<file path="src/design/psa_pkg.sv">
// Package with the opcode type and shared helpers of the packed SIMD ALU.
`timescale 1ns / 1ps
`default_nettype none
package psa_pkg;
	typedef enum logic [4:0] {
		OP_ADDB = 5'd0, OP_ADDW = 5'd1, OP_ADDD = 5'd2, OP_ADDQ = 5'd3,
		OP_SUBB = 5'd4, OP_SUBW = 5'd5, OP_SUBD = 5'd6, OP_SUBQ = 5'd7,
		OP_AND = 5'd8, OP_OR = 5'd9, OP_XOR = 5'd10,
		OP_EQB = 5'd11, OP_EQW = 5'd12, OP_EQD = 5'd13,
		OP_GTB = 5'd14, OP_GTW = 5'd15, OP_GTD = 5'd16,
		OP_SRLW = 5'd17, OP_SRLD = 5'd18, OP_SRLQ = 5'd19,
		OP_SLLW = 5'd20, OP_SLLD = 5'd21, OP_SLLQ = 5'd22,
		OP_SRAW = 5'd23, OP_SRAD = 5'd24,
		OP_MULH = 5'd25, OP_MULL = 5'd26, OP_MULUD = 5'd27,
		OP_UNPL = 5'd28, OP_SHUF = 5'd29, OP_MASK = 5'd30, OP_INS = 5'd31
	} op_t;

	localparam int NumLanes = 4;

	// Per-lane product of one stage-1 multiply lane.
	typedef struct packed {
		logic [31:0] wprod;
		logic [31:0] dprod;
	} lane_prod_t;
endpackage
`default_nettype wire

</file>
<file path="src/design/psa_lane.sv">
// One 16-bit lane: signed word multiply and a 16x16 slice of the dword multiply.
`timescale 1ns / 1ps
`default_nettype none
module psa_lane import psa_pkg::*; (
	input  wire logic        clk,
	input  wire logic [15:0] a,
	input  wire logic [15:0] b,
	input  wire logic [15:0] ua,
	input  wire logic [15:0] ub,
	output lane_prod_t       prod_s1
);
	// Registered so that the merge stage adds only registered products.
	always_ff @(posedge clk) begin
		prod_s1.wprod <= 32'($signed(a) * $signed(b));
		prod_s1.dprod <= 32'(ua) * 32'(ub);
	end
endmodule
`default_nettype wire

</file>
<file path="config.mk">
export PLATFORM = sky130hd
export DESIGN_NAME = psa_lane
export DESIGN_NICKNAME = d
export VERILOG_FILES = /design/src/design/psa_pkg.sv /design/src/design/psa_lane.sv
export SDC_FILE = /design/constraint.sdc
export NUM_CORES = 1
export LEC_CHECK = 0
export ABC_AREA = 1
export BUFFER_PORTS_ARGS = -buffer_cell sky130_fd_sc_hd__buf_2
export CAP_MARGIN = 30
export CORE_MARGIN = 4
export CORE_UTILIZATION = 55
export DETAILED_ROUTE_END_ITERATION = 10
export GPL_TIMING_DRIVEN = 0
export PLACE_DENSITY = 0.73
export SYNTH_ARGS = -nofsm -noshare
export SYNTH_HDL_FRONTEND = slang
export SYNTH_SLANG_ARGS = --single-unit
</file>
<file path="constraint.sdc">
create_clock -name clk -period 10.7 [get_ports clk]
set_input_delay 2.14 -clock clk [delete_from_list [all_inputs] [get_ports clk]]
set_output_delay 2.14 -clock clk [all_outputs]
set_load 0.02 [all_outputs]
</file>
==> impl_results.md <==
- Status: finished, final reports clean
- Leading cell type in the layout, fill and taps excluded: inv_1
- Synth area leader: fa_1
- Bufs on Longest Clock Path: 2
- # H-tree levels: 3
- First-pass GRT wire length: 94500 µm
- Post-Synthesis Cells: 2858
- Largest regs: prod_s1 x64
- Max Fclk: between 100 and 150 MHz
- Top cells by area, synth: fa_1 (43%), inv_1 (16%), nand2_1 (14%), ha_1 (11%), dfxtp_1 (6.0%)
- Die area: 42200 µm²
- Avg Vias per Cell: 5.09
- Crit path max fanout: 10
- Syn avg cell area: 7.50 µm²
- Max reg flops: 64
- Initial antenna violation count: 3
- Crit Path Category: in -> reg
- ANT nets after route: 0
- Total CTS buffers: 9
- Final Max Tran Viols: 0
- CP Data Required Time: between 10 and 15 ns
- Tot GR Track Use: just under 30%
- Io pins: about 130
- DRC: 0
- Starting Density: between 50% and 60%
- Largest net degree at the start of global routing: 13
- Area Overhead vs Synth: 6.10%
- Final hold vios: 0
- WL final: around 60000 µm
- Critical Path AT: approximately 8.3 ns
- Number of port buffers: 70
- Post-CTS Setup Inserts: 0
- RD Place Congestion: around 0.95
- Clock Sinks: 64
- Mapped Area: roughly 21000 µm²
- Congestion Overflow GR: 0
- Die width: 205 µm
- Unrepaired setup endpoints after global routing: no
- Most frequent cells in the layout: inv_1 (887), nand2_1 (811), fa_1 (456)
- Row cnt: 72
- Clock Pin Slew Worst Setup and Hold Paths: 0.07 ns
- Util after Layout: 59.0%
- Vias in the first global route: 18400
- Drt first pass iters: 7
- Per-cell routed wire length: between 15 and 20 µm
- DR iter-0 viols: about 1300
- Root Driver: clkbuf_16
- CTS resizes: 0
- Period utilization: between 70% and 80%
- Critical Path Start Type: input port
- Worst setup EP type: flip-flop
- Worst-Margin Slew: about 0.88 ns
- Final net count: 3646
- Synth warn: 0
- Final setup fails: 0
- Max cap viols: 0
- Setup TNS Final: 0 ns
- Crit path time final: approximately 8.0 ns
- TritonCTS clock tree: yes
- Vias: roughly 18000
- Worst relative slew slack: between 40 and 50%
- Min-Delay Path Class: in -> reg
- Seq/Total Area, Yosys: under 10%
- Chip height: about 200 µm
- Hold_buf cts: 0
- Fillers: around 3600
- #FFs+latches synth: between 60 and 70
- Detailed Place HPWL: 50200 µm
- Biggest register: prod_s1
- Cell variety after synth: 28
- Layout cells sized above 1: 4.38%
- Synth top area share: 42.6%
- Core Area: 38600 µm²
- Syn_nets: 3565
==> cells by family (layout without fill, tap and decap cells) <==
logic type                 after synthesis  in the layout  synth area share (%)
other                                    0              1                     0
AOI/OAI and AO/OA                       75             75                  1.95
and+or+nand+nor                       1025           1025                  19.4
adders and majority gates              642            642                  53.5
buffers and inverters                 1016           1102                  17.8
xor gates and xnor gates                36             36                  1.47
DFF                                     64             64                  5.98
==> area by class of cell <==
type                    count  area (µm²)  area share, %
plain buffers             122         458           2.01
multi-input cells        1778       16300           71.8
inverters                 894        3360           14.8
clock inverters             6        67.6          0.297
diodes                      1        2.50         0.0110
repair buffers             70         350           1.54
flip-flops and latches     64        1280           5.63
clock buffers              10         239           1.05
well taps                 518         648           2.85
==> Yosys cell counts (all sizes together) <==
cell and n:
fa 456, nand3 69, dfxtp 64, o21ai 16
nand2 821, o21bai 8, a21oi 48, ha 186
xnor2 6, or2 4, a21o 3, inv 894
nor2 83, nor3 16, nand3b 4, and2 4
xor2 30, clkbuf 121, buf 1, nand4 24
==> metrics by stage <==
step	setup slack, ns	std cells	hold WS [ns]	cell area, µm²
2_1_floorplan	3.44	2858	2.42	21400
3_3_place_gp	2.51	3446	2.54	22400
3_5_place_dp	2.45	3446	2.55	22400
4_1_cts	2.82	3462	2.17	22700
5_1_grt	2.38	3463	2.22	22700
6_report	2.68	3463	2.17	22700
==> per-layer routing <==
| metal | wire length (µm) | up-vias | share of wire [%] | global-route usage (%) |
|---|---|---|---|---|
| li1 | - | 8163 | - | - |
| met1 | 24100 | 8583 | 41 | 38.7 |
| met2 | 26700 | 738 | 46 | 46.4 |
| met3 | 5390 | 149 | 9.2 | 6.90 |
| met4 | 2220 | 4 | 3.8 | 9.33 |
| met5 | 28 | - | 0.048 | 0 |
==> critical path: stages <==
cell	delay, ns
clkbuf_1	0.49
clkbuf_1	0.63
nand2_1	0.17
fa_1	0.56
inv_1	0.05
fa_1	0.50
inv_1	0.06
fa_1	0.52
inv_1	0.05
fa_1	0.46
fa_1	0.50
inv_1	0.05
fa_1	0.54
inv_1	0.06
ha_1	0.34
nand2_1	0.13
inv_1	0.07
a21oi_2	0.19
nand3_1	0.21
nand2_1	0.17
inv_1	0.05
nor2_1	0.22
nand2_1	0.09
nand2_1	0.06
==> final timing paths <==
path	from	endpoint	slack [ns]	depth (start not counted)
max	a[7]	prod_s1[63]	2.68	24
min	ub[0]	prod_s1[0]	2.17	3
Power is left out: the tool's default activity adds up to more than one toggle a clock period on the data nets, which glitch-free logic cannot reach.
